`config.mk`:
```
export PLATFORM = sky130hd
export DESIGN_NAME = rcdw_div
export DESIGN_NICKNAME = d
export VERILOG_FILES = /design/src/design/rcdw_pkg.sv /design/src/design/rcdw_div.sv
export SDC_FILE = /design/constraint.sdc
export NUM_CORES = 2
export LEC_CHECK = 0
export ABC_CLOCK_PERIOD_IN_PS = 3500
export CAP_MARGIN = 20
export CORE_MARGIN = 2
export CORE_UTILIZATION = 55
export DETAILED_ROUTE_END_ITERATION = 7
export DONT_BUFFER_PORTS = 1
export PLACE_DENSITY = 0.73
export SLEW_MARGIN = 40
export SYNTH_ARGS = -nofsm -noshare
export SYNTH_HDL_FRONTEND = slang
export SYNTH_SLANG_ARGS = --single-unit
```
`constraint.sdc`:
```
create_clock -name clock -period 3.5 [get_ports clock]
set_clock_uncertainty 0.05 [all_clocks]
set_input_delay 0.35 -clock clock [delete_from_list [all_inputs] [get_ports clock]]
set_output_delay 0.35 -clock clock [all_outputs]
set_load 0.02 [all_outputs]
```
`src/design/rcdw_pkg.sv`:
```
`default_nettype none
package rcdw_pkg;

   localparam int MAG_W  = 17;
   localparam int PEAK_W = 16;
   localparam int NUM_W  = 33;
   localparam int DEN_W  = 32;
   localparam int REM_W  = 33;
   localparam int QUO_W  = 25;
   localparam int Q30_W  = 31;
   localparam int T_W    = 32;
   localparam int NSTEP  = 6;

   localparam logic [1:0] CSR_SAMPLE_PEAK = 2'd0;
   localparam logic [1:0] CSR_THRESHOLD   = 2'd1;
   localparam logic [1:0] CSR_STRENGTH    = 2'd2;
   localparam logic [1:0] CSR_WIDE_CURVE  = 2'd3;

   localparam logic [24:0]      RECIP_255 = 25'd16843010;
   localparam logic [24:0]      Q24_ONE   = 25'h1000000;
   localparam logic [24:0]      Q24_HALF  = 25'h0800000;
   localparam logic [Q30_W-1:0] Q30_ONE   = 31'h40000000;
   localparam logic [31:0]      PI_Q30    = 32'd3373259426;

   localparam logic [33:0] HORNER_MUL [NSTEP] = '{
      34'(((64'd1 << 40) + 64'd131) / 64'd132),
      34'(((64'd1 << 39) + 64'd89) / 64'd90),
      34'(((64'd1 << 38) + 64'd55) / 64'd56),
      34'(((64'd1 << 37) + 64'd29) / 64'd30),
      34'(((64'd1 << 36) + 64'd11) / 64'd12),
      34'(((64'd1 << 33) + 64'd1) / 64'd2)
   };
   localparam int HORNER_SHIFT [NSTEP] = '{40, 39, 38, 37, 36, 33};

   typedef struct packed {
      logic              thr_zero;
      logic              in_range;
      logic              mag_zero;
      logic [PEAK_W-1:0] str;
      logic [PEAK_W-1:0] peak;
   } rcdw_side_type;

endpackage
`default_nettype wire

```
`src/design/rcdw_div.sv`:
```
`default_nettype none
module rcdw_div (
   input  logic                        clock,
   input  logic                        reset,
   input  logic                        advance,
   input  logic                        in_valid,
   input  logic [rcdw_pkg::NUM_W-1:0]  in_num,
   input  logic [rcdw_pkg::DEN_W-1:0]  in_den,
   input  rcdw_pkg::rcdw_side_type     in_side,
   output logic                        out_valid,
   output logic [rcdw_pkg::QUO_W-1:0]  out_quo,
   output rcdw_pkg::rcdw_side_type     out_side
);
   import rcdw_pkg::*;

   logic              vld_ff  [QUO_W];
   logic [REM_W-1:0]  rem_ff  [QUO_W];
   logic [QUO_W-1:0]  quo_ff  [QUO_W];
   logic [DEN_W-1:0]  den_ff  [QUO_W];
   rcdw_side_type     side_ff [QUO_W];

   for (genvar k = 0; k < QUO_W; k++) begin : g_stage
      logic [REM_W:0]   trial;
      logic [REM_W:0]   diff;
      logic             qbit;
      logic             vld_src;
      logic [QUO_W-1:0] quo_src;
      logic [DEN_W-1:0] den_src;
      rcdw_side_type    side_src;

      if (k == 0) begin : g_first
         assign trial    = {1'b0, in_num};
         assign vld_src  = in_valid;
         assign quo_src  = '0;
         assign den_src  = in_den;
         assign side_src = in_side;
      end else begin : g_next
         assign trial    = {rem_ff[k-1], 1'b0};
         assign vld_src  = vld_ff[k-1];
         assign quo_src  = quo_ff[k-1];
         assign den_src  = den_ff[k-1];
         assign side_src = side_ff[k-1];
      end

      always_comb begin
         qbit = (trial >= (REM_W+1)'(den_src));
         diff = qbit ? (trial - (REM_W+1)'(den_src)) : trial;
      end

      always_ff @(posedge clock) begin
         if (reset) begin
            vld_ff[k] <= 1'b0;
         end else if (advance) begin
            vld_ff[k] <= vld_src;
         end
      end

      always_ff @(posedge clock) begin
         if (advance) begin
            rem_ff[k]  <= diff[REM_W-1:0];
            quo_ff[k]  <= {quo_src[QUO_W-2:0], qbit};
            den_ff[k]  <= den_src;
            side_ff[k] <= side_src;
         end
      end
   end

   assign out_valid = vld_ff[QUO_W-1];
   assign out_quo   = quo_ff[QUO_W-1];
   assign out_side  = side_ff[QUO_W-1];

endmodule
`default_nettype wire

```
### Word level (Yosys, flattened, before mapping)

Memory sizes are Yosys's and may differ from the RTL's.
Index checks and enable logic that the tools add are counted.
W data, S select, Z words.

| storage, ports and cells | value |
|---|---|
| register bits after elaboration | 0 |
| bits in writable memories | 3150 |
| memories kept | 5 |

Memories:

| memory | depth | width | read ports | clocked after memory_dff | write ports | line | text |
|---|---|---|---|---|---|---|---|
| side_ff | 25 | 35 | 25 | 0 | 25 | rcdw_div.sv:20 | `rcdw_side_type side_ff [QUO_W];` |
| rem_ff | 25 | 33 | 24 | 0 | 25 | rcdw_div.sv:17 | `logic [REM_W-1:0] rem_ff [QUO_W];` |
| den_ff | 25 | 32 | 24 | 0 | 25 | rcdw_div.sv:19 | `logic [DEN_W-1:0] den_ff [QUO_W];` |
| quo_ff | 25 | 25 | 25 | 0 | 25 | rcdw_div.sv:18 | `logic [QUO_W-1:0] quo_ff [QUO_W];` |
| vld_ff | 25 | 1 | 25 | 0 | 25 | rcdw_div.sv:16 | `logic vld_ff [QUO_W];` |

| operators by class | value |
|---|---|
| add/sub/neg operators | 25 |
| magnitude comparators | 25 |
| mux-type cells | 56 |
| bitwise gates (word level) | 25 |

Operator list:

| cell | number |
|---|---|
| $mux W33 | 25 |
| $sub A33 B32 Y33 | 25 |
| $ge A34 B32 Y1 | 24 |
| $ge A33 B32 Y1 | 1 |
| $mux W1 | 31 |
| $or A1 B1 Y1 | 25 |

### Longest topological paths before layout

| logic depth | value |
|---|---|
| depth in word-level cells | 4 |
| depth in mapped cells | 16 |

### Least setup slack after synthesis

OpenSTA, ideal clock, no wires.

| path | value |
|---|---|
| path type | reg-to-reg |
| start | mem rem_ff[14][5] (netlist: rem_ff[1][203]) |
| end | mem rem_ff[15][31] (netlist: rem_ff[1][262]) (data pin) |
| setup time | 0.260 ns |
| arrival time | 3.282 ns |
| path slack | -0.092 ns |
| cell stages (with the launch flop) | 13 |
| clock period less this slack | 3.592 ns |
| cell sequence | edfxtp_1 ha_1 a21oi_2 nand2_1 or3_4 a211o_1 a2111oi_4 nor2b_2 a41o_1 or4_4 a41oi_2 xnor2_1 mux2_4 |

RTL lines:

| item | line |
|---|---|
| from (decl) | rcdw_div.sv:17 |

==> impl_results.md <==
* Pre-CTS setup slack at -2.75 ns
* Via/cell ratio at 5.68
* Num CTS Buffers at 309
* # setup viols final at 125
* Required time worst endpoint at 4.15 ns
* Die area at between 200000 and 250000 sq um
* Syn avg cell area at around 13 sq um
* Setup ws final at -0.204 ns
* Remaining global-route overflow at 0
* Min Hold Slack at -0.566 ns
* Syn_nets at roughly 12k
* IO Count at ~170
* Clk slew on worst S/H paths at 0.07 ns
* Total track usage at approximately a quarter
* Final Non-Filler Cells at roughly 15k
* Final hold violations at 177
* Slew @ Worst Pin at 0.768 ns
* Final critical-path share of the clock period at 106%
* Power density over the cells at 889 nW/um^2
* Port bufs at 0
* Final core utilization at around 67%
* Leakage power at 65.0 nW
* DP Area at approximately 140000 sq um
* Startpoint Class: register
* Routed Antenna Nets at 0
* Synth Flop Type: edfxtp_1
* H-tree levels at 5
* Placer's final routability congestion estimate at roughly 0.95
* Drt pass-1 iters at 8
* WL per Instance at 20.2 um
* Number of global-route vias before repair at between 80k and 90k
* HPWL after DPL at 211 mm
* DR DRC count at 0
* First-pass GRT wire length at 472 mm
* Post-Syn Instances at 10.6k
* Design area at roughly 160000 sq um
* Initial Utilization at 55.4%
* Proportion of layout cells with a drive suffix above 1 at around a fifth
* R2r setup slk at -0.20 ns
* Setup crit end: rem_ff[0][60]
* Cells after DPL at 14.5k
* Tmin final at 3.70 ns
* Nets at 13.0k
* FF-to-FF Start: rem_ff[0][0]
* HP Class: in -> reg
* RSZ-0062 raised after global routing: yes
* Row count at 180
* EDFF count, synth at 2785
* Area Overhead vs Synth at 21.1%
* Ys Warns at 0
* Count of state elements after synthesis at 2785
* Core Region at roughly 240000 sq um
* Beginning of the critical path: rem_ff[0][0]
* Total of max-cap violations at 0
* Status: finished, violations left
* Largest net degree at the start of global routing at around 180
* CTS max path bufs at 4
* Cts hold-fix bufs at 172
* Setup tns final at -8.32 ns
* Crit Path Class: reg -> reg
* Post-synthesis sequential area ratio at 62.6%
* Arrival time worst endpoint at 4.36 ns
* R2r endpoint: rem_ff[0][60]
* Reg2reg path depth at 14
* Die Y at 497 um
* Total wire length at 311 mm
* Worst vdd ir at 0.533 mV
* Crit Path Max Fanout at 3
* Synth Cell Area at ~130000 sq um
* Critical Path End Type: register
* Slew Viols, Final at 0
* Worst-Skew Late Latency at 0.96 ns
* Die Wd at 497 um
* CTS sink count at between 2k and 3k
* Failing checks: negative hold slack, negative setup slack
* Yosys cell types at 94
* Initial antenna violation count at 6
* Slew Limit Headroom at 48.3%
* Clock root buffer: clkbuf_16
* F_max at ~270 MHz
* CTS tree: built
* Ys async rst share at 0%
* First DRT Iteration DRCs at 7199
* Routed via count at 87.8k
state kept, by name, summed over array words and instances, names as in the netlist:
name,flops
den_ff,768
side_ff,875
quo_ff,325
rem_ff,792
vld_ff,25
worst min path at each step:
stage,start,endpoint,slack (ns),cells past startpoint
floorplan,quo_ff[0][75],quo_ff[0][101],0.35,0
global placement,side_ff[0][461],side_ff[0][496],0.35,0
detailed placement,quo_ff[0][76],quo_ff[0][102],0.35,0
CTS,advance,side_ff[0][18],-0.65,0
global route,advance,side_ff[0][200],-0.63,0
finish,advance,side_ff[0][18],-0.57,0
per-stage QoR:
step	hold slack [ns]	total power [W]
global placement	0.350	0.106
detailed placement	0.355	0.107
floorplan	0.350	0.0872
global route	-0.632	0.152
finish	-0.566	0.144
CTS	-0.653	0.139
synth_stat cells (57+ instances only):
master	number	area [sq um]
edfxtp_1	2785	83600
inv_1	995	3730
a21oi_1	941	4710
ha_1	799	10000
nand2_1	722	2710
o21ai_0	686	3430
nor2_1	622	2330
a21o_1	425	3190
xnor2_1	400	3500
xor2_1	264	2310
clkbuf_1	203	762
nand3_1	154	771
mux2_2	153	1720
nand2b_1	123	769
nand4_1	123	769
nor2b_1	114	713
o21bai_1	96	721
nor3_1	92	460
a31oi_1	90	563
and3_1	85	532
and2_1	60	375
o21a_1	57	428
logic make-up after synthesis:
group                      share of synthesized area [%]
DFF                                                 62.6
AOI/OAI and AO/OA                                   12.3
and+or+nand+nor                                     8.00
buffers and inverters                               3.47
adders and majority gates                           7.84
xor gates and xnor gates                            4.35
muxes                                               1.45
repair_timing:
item | in CTS | in global routing
pin swaps | 103 | 217
gates cloned | 27 | 22
hold endpoints to repair | 567 | 177
setup buffers | 52 | 150
resized for setup | 216 | 580
setup endpoints to repair | 1427 | 807
power by group:
| group | switching [W] | internal, W |
|---|---|---|
| Clock | 0.0127 | 0.0176 |
| Combinational | 0.0329 | 0.0291 |
| Sequential | 0.00485 | 0.0466 |
| Total | 0.0505 | 0.0934 |
placed cells by master, fill, tap and decap left out, types with 45 or more instances in the layout:
| cell | n |
|---|---|
| edfxtp_1 | 2785 |
| buf_4 | 991 |
| inv_1 | 972 |
| a21oi_1 | 837 |
| ha_1 | 756 |
| nand2_1 | 702 |
| o21ai_0 | 600 |
| nor2_1 | 536 |
| a21o_1 | 420 |
| xnor2_1 | 398 |
| clkbuf_16 | 331 |
| xor2_1 | 263 |
| dlygate4sd3_1 | 163 |
| nand3_1 | 148 |
| mux2_2 | 144 |
| nand4_1 | 123 |
| nand2b_1 | 120 |
| nor2b_1 | 100 |
| a21oi_2 | 98 |
| nor3_1 | 90 |
| o21bai_1 | 89 |
| and3_1 | 83 |
| clkbuf_1 | 67 |
| a31oi_1 | 63 |
| clkinv_1 | 58 |
| and2_1 | 57 |
| o21a_1 | 55 |
| o21ai_1 | 50 |
| buf_6 | 50 |
| nor2_4 | 47 |
| o21ai_2 | 45 |
routing by layer:
metal  track usage, %  up-vias  part of all wire (%)
li1                 -    41948                     -
met1             32.1    42484                    42
met2             40.2     2655                    48
met3             3.67      680                   5.7
met4             9.28        0                   4.0
met5                0        -                     0
worst max-delay path, cell delays in order, from the launching register on:
cell and delay (ns):
edfxtp_1 0.47, ha_4 0.29, nor2b_4 0.14, o2111ai_4 0.23
nand4_1 0.21, a2111oi_2 0.35, buf_4 0.21, o31ai_4 0.07
a311o_1 0.37, a221oi_2 0.30, buf_4 0.19, inv_2 0.05
a21oi_4 0.16, xnor2_2 0.09, mux2_4 0.27
area by class of cell:
type / count / area, sq um
fillers: 17002 / 79400
flip-flops and latches: 2785 / 83600
well taps: 3185 / 3990
repair buffers: 1325 / 12500
inverters: 995 / 3740
multi-input cells: 6624 / 48600
clock inverters: 148 / 1230
clock buffers: 381 / 8110
diodes: 4 / 10.0
Power figures use the tool's default switching activity.
