$ cat config.mk
export PLATFORM = sky130hd
export DESIGN_NAME = rcdw_scale
export DESIGN_NICKNAME = d
export VERILOG_FILES = /design/src/design/rcdw_pkg.sv /design/src/design/rcdw_scale.sv
export SDC_FILE = /design/constraint.sdc
export NUM_CORES = 2
export LEC_CHECK = 0
export ABC_AREA = 1
export BUFFER_PORTS_ARGS = -buffer_cell sky130_fd_sc_hd__buf_2
export CAP_MARGIN = 20
export CORE_ASPECT_RATIO = 1.4
export CORE_MARGIN = 10
export CORE_UTILIZATION = 40
export CTS_BUF_LIST = sky130_fd_sc_hd__clkbuf_8 sky130_fd_sc_hd__clkbuf_16
export DETAILED_ROUTE_END_ITERATION = 12
export GPL_ROUTABILITY_DRIVEN = 0
export SYNTH_ARGS = -nofsm -noshare
export SYNTH_HDL_FRONTEND = slang
export SYNTH_SLANG_ARGS = --single-unit
$ cat constraint.sdc
create_clock -name clock -period 13.6 [get_ports clock]
set_input_delay 0.68 -clock clock [delete_from_list [all_inputs] [get_ports clock]]
set_output_delay 0.68 -clock clock [all_outputs]
set_load 0.005 [all_outputs]
$ cat src/design/rcdw_pkg.sv
`default_nettype none
package rcdw_pkg;

   localparam int MAG_W  = 17;
   localparam int PEAK_W = 16;
   localparam int NUM_W  = 33;
   localparam int DEN_W  = 32;
   localparam int REM_W  = 33;
   localparam int QUO_W  = 25;
   localparam int Q30_W  = 31;
   localparam int T_W    = 32;
   localparam int NSTEP  = 6;

   localparam logic [1:0] CSR_SAMPLE_PEAK = 2'd0;
   localparam logic [1:0] CSR_THRESHOLD   = 2'd1;
   localparam logic [1:0] CSR_STRENGTH    = 2'd2;
   localparam logic [1:0] CSR_WIDE_CURVE  = 2'd3;

   localparam logic [24:0]      RECIP_255 = 25'd16843010;
   localparam logic [24:0]      Q24_ONE   = 25'h1000000;
   localparam logic [24:0]      Q24_HALF  = 25'h0800000;
   localparam logic [Q30_W-1:0] Q30_ONE   = 31'h40000000;
   localparam logic [31:0]      PI_Q30    = 32'd3373259426;

   localparam logic [33:0] HORNER_MUL [NSTEP] = '{
      34'(((64'd1 << 40) + 64'd131) / 64'd132),
      34'(((64'd1 << 39) + 64'd89) / 64'd90),
      34'(((64'd1 << 38) + 64'd55) / 64'd56),
      34'(((64'd1 << 37) + 64'd29) / 64'd30),
      34'(((64'd1 << 36) + 64'd11) / 64'd12),
      34'(((64'd1 << 33) + 64'd1) / 64'd2)
   };
   localparam int HORNER_SHIFT [NSTEP] = '{40, 39, 38, 37, 36, 33};

   typedef struct packed {
      logic              thr_zero;
      logic              in_range;
      logic              mag_zero;
      logic [PEAK_W-1:0] str;
      logic [PEAK_W-1:0] peak;
   } rcdw_side_type;

endpackage
`default_nettype wire

$ cat src/design/rcdw_scale.sv
`default_nettype none
module rcdw_scale (
   input  logic                            clock,
   input  logic                            reset,
   input  logic                            advance,
   input  logic                            in_valid,
   input  logic [rcdw_pkg::MAG_W-1:0]      in_mag,
   input  logic [rcdw_pkg::PEAK_W-1:0]     peak,
   input  logic [7:0]                      thr8,
   input  logic [7:0]                      str8,
   input  logic                            wide,
   output logic                            out_valid,
   output logic [rcdw_pkg::NUM_W-1:0]      out_num,
   output logic [rcdw_pkg::DEN_W-1:0]      out_den,
   output rcdw_pkg::rcdw_side_type         out_side
);
   import rcdw_pkg::*;

   logic              vld_a_ff, vld_b_ff, vld_c_ff, vld_d_ff;
   logic [MAG_W-1:0]  mag_a_ff, mag_b_ff, mag_c_ff;
   logic [PEAK_W-1:0] peak_a_ff, peak_b_ff, peak_c_ff;
   logic              wide_a_ff, wide_b_ff, wide_c_ff;
   logic [23:0]       pt_a_ff, ps_a_ff;
   logic [48:0]       tq_b_ff, sq_b_ff;
   logic [PEAK_W-1:0] thr_c_ff, str_c_ff;
   logic [NUM_W-1:0]  num_d_ff, num_d_in;
   logic [DEN_W-1:0]  den_d_ff, den_d_in;
   rcdw_side_type     side_d_ff, side_d_in;

   always_comb begin
      num_d_in = wide_c_ff ? NUM_W'(34'(mag_c_ff) * 34'(mag_c_ff)) : NUM_W'(mag_c_ff);
      den_d_in = wide_c_ff ? (DEN_W'(thr_c_ff) * DEN_W'(thr_c_ff)) : DEN_W'(thr_c_ff);
      side_d_in.thr_zero = (thr_c_ff == '0);
      side_d_in.in_range = (mag_c_ff <= MAG_W'(thr_c_ff));
      side_d_in.mag_zero = (mag_c_ff == '0);
      side_d_in.str      = str_c_ff;
      side_d_in.peak     = peak_c_ff;
   end

   always_ff @(posedge clock) begin
      if (reset) begin
         vld_a_ff <= 1'b0;
         vld_b_ff <= 1'b0;
         vld_c_ff <= 1'b0;
         vld_d_ff <= 1'b0;
      end else if (advance) begin
         vld_a_ff <= in_valid;
         vld_b_ff <= vld_a_ff;
         vld_c_ff <= vld_b_ff;
         vld_d_ff <= vld_c_ff;
      end
   end

   always_ff @(posedge clock) begin
      if (advance) begin
         mag_a_ff  <= in_mag;
         peak_a_ff <= peak;
         wide_a_ff <= wide;
         pt_a_ff   <= 24'(32'(thr8) * 32'(peak) + 32'd127);
         ps_a_ff   <= 24'(32'(str8) * 32'(peak) + 32'd127);
         mag_b_ff  <= mag_a_ff;
         peak_b_ff <= peak_a_ff;
         wide_b_ff <= wide_a_ff;
         tq_b_ff   <= 49'(pt_a_ff) * 49'(RECIP_255);
         sq_b_ff   <= 49'(ps_a_ff) * 49'(RECIP_255);
         mag_c_ff  <= mag_b_ff;
         peak_c_ff <= peak_b_ff;
         wide_c_ff <= wide_b_ff;
         thr_c_ff  <= tq_b_ff[47:32];
         str_c_ff  <= sq_b_ff[47:32];
         num_d_ff  <= num_d_in;
         den_d_ff  <= den_d_in;
         side_d_ff <= side_d_in;
      end
   end

   assign out_valid = vld_d_ff;
   assign out_num   = num_d_ff;
   assign out_den   = den_d_ff;
   assign out_side  = side_d_ff;

endmodule
`default_nettype wire

---- Word level (Yosys, flattened, before mapping) ----
Cells that the tools add are included.
storage, ports and cells
  flip-flop bits (word level) ............. 380
  memory bits (writable) .................. 0
  output and inout bits ................... 101
  logic and storage cells ................. 41
  bits in latches ......................... 0
  bits in read-only memories .............. 0
  memories kept ........................... 0
operators by class
  $lt $le $gt $ge ......................... 1
  divide/modulo/power cells ............... 0
  equality and inequality tests ........... 0
  multipliers ............................. 6
  bitwise gates (word level) .............. 0
  reductions and logical operators ........ 2
  mux-type cells .......................... 2
  add/sub/neg operators ................... 2
  shift operators ......................... 0
operators by type and width
  operator                  count
  $mul A24 B24 Y47 const B  2
  $add A24 B7 Y24 const B   2
  $mul A8 B16 Y24           2
  $mul A17 B17 Y33          1
  $mul A16 B16 Y32          1
  $le A17 B16 Y1            1
  $logic_not A17 Y1         1
  $mux W17                  1
  $logic_not A16 Y1         1
  $mux W16                  1

---- Depth between registers and ports, before layout ----
  depth after elaboration ................. 2
  gate-level depth with buffers ........... 27
  mapped depth without buffers ............ 25

---- Worst setup path after synthesis ----
OpenSTA, ideal clock, no wires.
  kind .................................... register -> register
  start point ............................. register mag_c_ff[7]
  end point ............................... register num_d_ff[26] (netlist: out_num[26]), data pin
  buffers on the path ..................... 2
  library setup time ...................... 253 ps
  stages on the path, launching flop included .. 25
  slack ................................... 7973 ps
  arrival time ............................ 5374 ps
  path through ............................ edfxtp_1 > clkbuf_1 > clkbuf_1 > nand2_1 > fa_1 > inv_1 > fa_1 > inv_1 > fa_1 > inv_1 > fa_1 > fa_1 > inv_1 > fa_1 > inv_1 > ha_1 > nand2_1 > nor2_1 > inv_1 > o21ai_0 > nand2_1 > nand3_1 > nand2_1 > nand2_1 > nor2_1
on the way
  longest elaborated chain between the ends .. 1
RTL lines
  element                   RTL line          source
  start: declaration        rcdw_scale.sv:20  logic [MAG_W-1:0] mag_a_ff, mag_b_ff, mag_c_ff;
  start signal: assignment  rcdw_scale.sv:66  mag_c_ff <= mag_b_ff;
  $mul A17 B17 Y33          rcdw_scale.sv:31  num_d_in = wide_c_ff ? NUM_W'(34'(mag_c_ff) * 34'(mag_c_ff)) : NUM_W'(mag_c_ff);
  end signal: assignment    rcdw_scale.sv:71  num_d_ff <= num_d_in;
  end: declaration          rcdw_scale.sv:26  logic [NUM_W-1:0] num_d_ff, num_d_in;
Every way passes these cells.
A chain may end at the register's enable or synchronous reset.

---- Final worst setup path ----
  start point ............................. register mag_c_ff[12]
  end point ............................... register num_d_ff[28] (netlist: out_num[28]), data pin
The elaborated chain is that of the path after synthesis.

==> impl_metrics.json <==
{
  "status": "finished, final reports clean",
  "drive_gt1_share_pct": 5.74,
  "antenna_found_initial": 0,
  "multi_input_area_mm2": 0.0295,
  "cts-hold-fix-buffers": 0,
  "clk_pin_slew_ns": 0.06,
  "path_cells": "nand2_1 > fa_1 > fa_1 > fa_1 > inv_1 > fa_1 > fa_1 > inv_1 > fa_1 > inv_1 > ha_1 > a21o_1 > nand2_1 > nand2_1 > a21oi_1 > nand3_1 > nand2_1 > nand2_1 > nor2_1 > nor2_1",
  "crit_end": "out_num[28]",
  "fillers": 10800,
  "setup_viol": 0,
  "placed_cells": 6582,
  "cts_num_sinks": 318,
  "cp-end-kind": "register",
  "fin_setup_tns_ns": 0,
  "synthTopCellsByCount": "1264 x inv_1, 1067 x nand2_1, 664 x ha_1",
  "slew_headroom_pct": 27.0,
  "dr_total_vias": 32800,
  "io_buffers": 154,
  "period_share_pct": 45.2,
  "worst-slew-pin-transition_ns": 1.10,
  "synthTopCellsByArea": "fa_1 26%, edfxtp_1 21%, ha_1 19%",
  "worstSetupPathType": "register to register",
  "hp-class": "input port to register",
  "cp_data_required_time_ns": 13.95,
  "wl_per_cell_um": 16.5,
  "mappedNetlistNets": 6379,
  "drcViolationCount": 0,
  "fmax_mhz": 163,
  "path_common_cell": "fa_1",
  "cts_root_buf": "clkbuf_16",
  "die_w_um": 301,
  "ios": 155,
  "grt_util_all_layers_pct": 17.9,
  "synth_top_area_share_pct": 25.6,
  "rr_worst_depth": 20,
  "hold_viol_final": 0,
  "synth_enable_flop_cells": 314,
  "grt_first_pass_wirelength_um": 180000,
  "rows": 144,
  "cts_buffers": 38,
  "vias_per_cell": 4.94,
  "final_nets": 6446,
  "coreArea_mm2": 0.110,
  "dieHeight_um": 414,
  "syn_avg_cell_area_um2": 8.70,
  "synthArstFlopShare_pct": 0,
  "syn_area_mm2": 0.0443,
  "grt_max_degree": 169,
  "r2r_end": "out_num[28]",
  "start_util_pct": 40.3,
  "synth_cell_types": 53,
  "startpoint_type": "register",
  "regArea_mm2": 0.00951,
  "dieArea_mm2": 0.125,
  "drtIter0Drc": 1554,
  "drv_cap": 0,
  "cts_setup_buffers": 0,
  "slew_viol_final": 0,
  "skew_ns": 0.0287,
  "cts_buffer_depth": 3,
  "insertion_delay_ns": 0.61,
  "htreeDepth": 2,
  "grt_overflow_total": 0,
  "hold_start": "wide",
  "syn_to_final_growth_pct": 8.08,
  "grt_pass1_vias": 35000,
  "diodes": 0,
  "wl_um": 109000,
  "crit_slowest_cell": "edfxtp_1",
  "ys_ff_latch": 318,
  "antenna_left": 0,
  "yosysMostFrequentCell": "inv_1",
  "firstDrtPassIters": 5,
  "hpwlAfterDp_um": 90100,
  "ys.flop_type": "edfxtp_1",
  "finalCriticalPeriod_ns": 6.15,
  "ys_seq_area_share_pct": 21.5,
  "cts_resized": 0,
  "cp.arrival_ns": 6.50,
  "worst_setup_path_startpoint": "mag_c_ff[12]",
  "critPathMaxFanout": 21,
  "rr_startpoint": "mag_c_ff[12]",
  "synth_top_area_cell": "fa_1",
  "syn_inst": 5095,
  "ff2ff_setup_slack_ns": 7.45,
  "cts_tree": "yes",
  "slowest_delay_ns": 1.04,
  "rsz0062_at_grt": "false",
  "yosysWarningCount": 0,
  "fin_cells": 6652
}
-- state kept, by name, summed over array words and instances, names as in the netlist, 17 cells and up --
register  cells
mag_c_ff     17
out_side     35
pt_a_ff      24
ps_a_ff      24
out_num      33
out_den      32
mag_b_ff     17
mag_a_ff     17
-- cell families after synthesis --
logic type | Yosys count | share of synthesized area (%)
xor gates and xnor gates | 85 | 1.68
adders and majority gates | 1230 | 44.3
buffers and inverters | 1409 | 11.9
DFF | 318 | 21.5
AOI/OAI and AO/OA | 472 | 6.04
and+or+nand+nor | 1581 | 14.6
-- worst max-delay path: cells and delay by family (launching register included) --
family	cells	cell delay, ns
DFF	1	1.04
and+or+nand+nor	8	0.92
buffers and inverters	3	0.15
AOI/OAI and AO/OA	2	0.41
adders and majority gates	7	3.38
-- routing by layer --
metal | share of wire (%) | GRT usage (%) | vias to the layer above | wire length, um
met4 | 3.4 | 5.68 | 0 | 3740
li1 | - | - | 15900 | -
met2 | 51 | 33.5 | 806 | 56400
met5 | 0 | 0 | - | 0
met3 | 5.0 | 2.00 | 211 | 5520
met1 | 40 | 21.1 | 15900 | 43900
-- through the flow --
stage          util, %  hold slack (ns)  worst slack (ns)  instance area (um2)
6_report          43.5            0.245              7.45                47900
5_1_grt           43.5            0.222              7.13                47900
4_1_cts           43.5            0.201              7.50                47900
3_5_place_dp      42.2            0.405              7.51                46500
3_3_place_gp      42.2            0.401              7.55                46500
2_1_floorplan        -            0.400              7.97                44300
-- layout make-up --
cell class / instances / area share (%)
clock inverter: 31 / 0.883
multi-input combinational: 3368 / 61.6
sequential: 318 / 19.9
timing repair buffer: 166 / 1.84
inverter: 1270 / 9.95
tap: 1460 / 3.81
clock buffer: 39 / 2.04
-- how the worst min path moves through the flow --
stage                   endpoint  slack (ns)  cells after the start
floorplan            mag_b_ff[0]        0.40                      0
global placement    peak_b_ff[6]        0.40                      0
detailed placement  str_c_ff[11]        0.40                      0
CTS                    wide_a_ff        0.20                      1
global route           wide_a_ff        0.22                      1
finish                 wide_a_ff        0.25                      1
-- cell usage in the layout, fill, tap and decap left out, types with 4 or more instances in the layout --
cell,n
inv_1,1266
nand2_1,1067
ha_1,664
fa_1,566
edfxtp_1,314
nor2_1,256
a21oi_1,213
buf_2,153
o21ai_0,118
nand3_1,111
xor2_1,56
nand4_1,39
clkbuf_16,39
nor3_1,36
xnor2_1,29
o21bai_1,25
o21ai_1,24
nor2_2,20
o21a_1,19
a21o_1,17
nor4_1,17
a31oi_1,13
buf_4,11
or2_2,10
o211ai_1,9
bufinv_16,8
o21ai_2,7
clkinvlp_4,7
inv_2,6
o22ai_1,5
a21oi_2,5
nand2_2,4
nand3b_1,4
a211oi_1,4
dfxtp_1,4
Power is left out: the tool's default activity adds up to more than one toggle a clock period on the data nets, which glitch-free logic cannot reach.
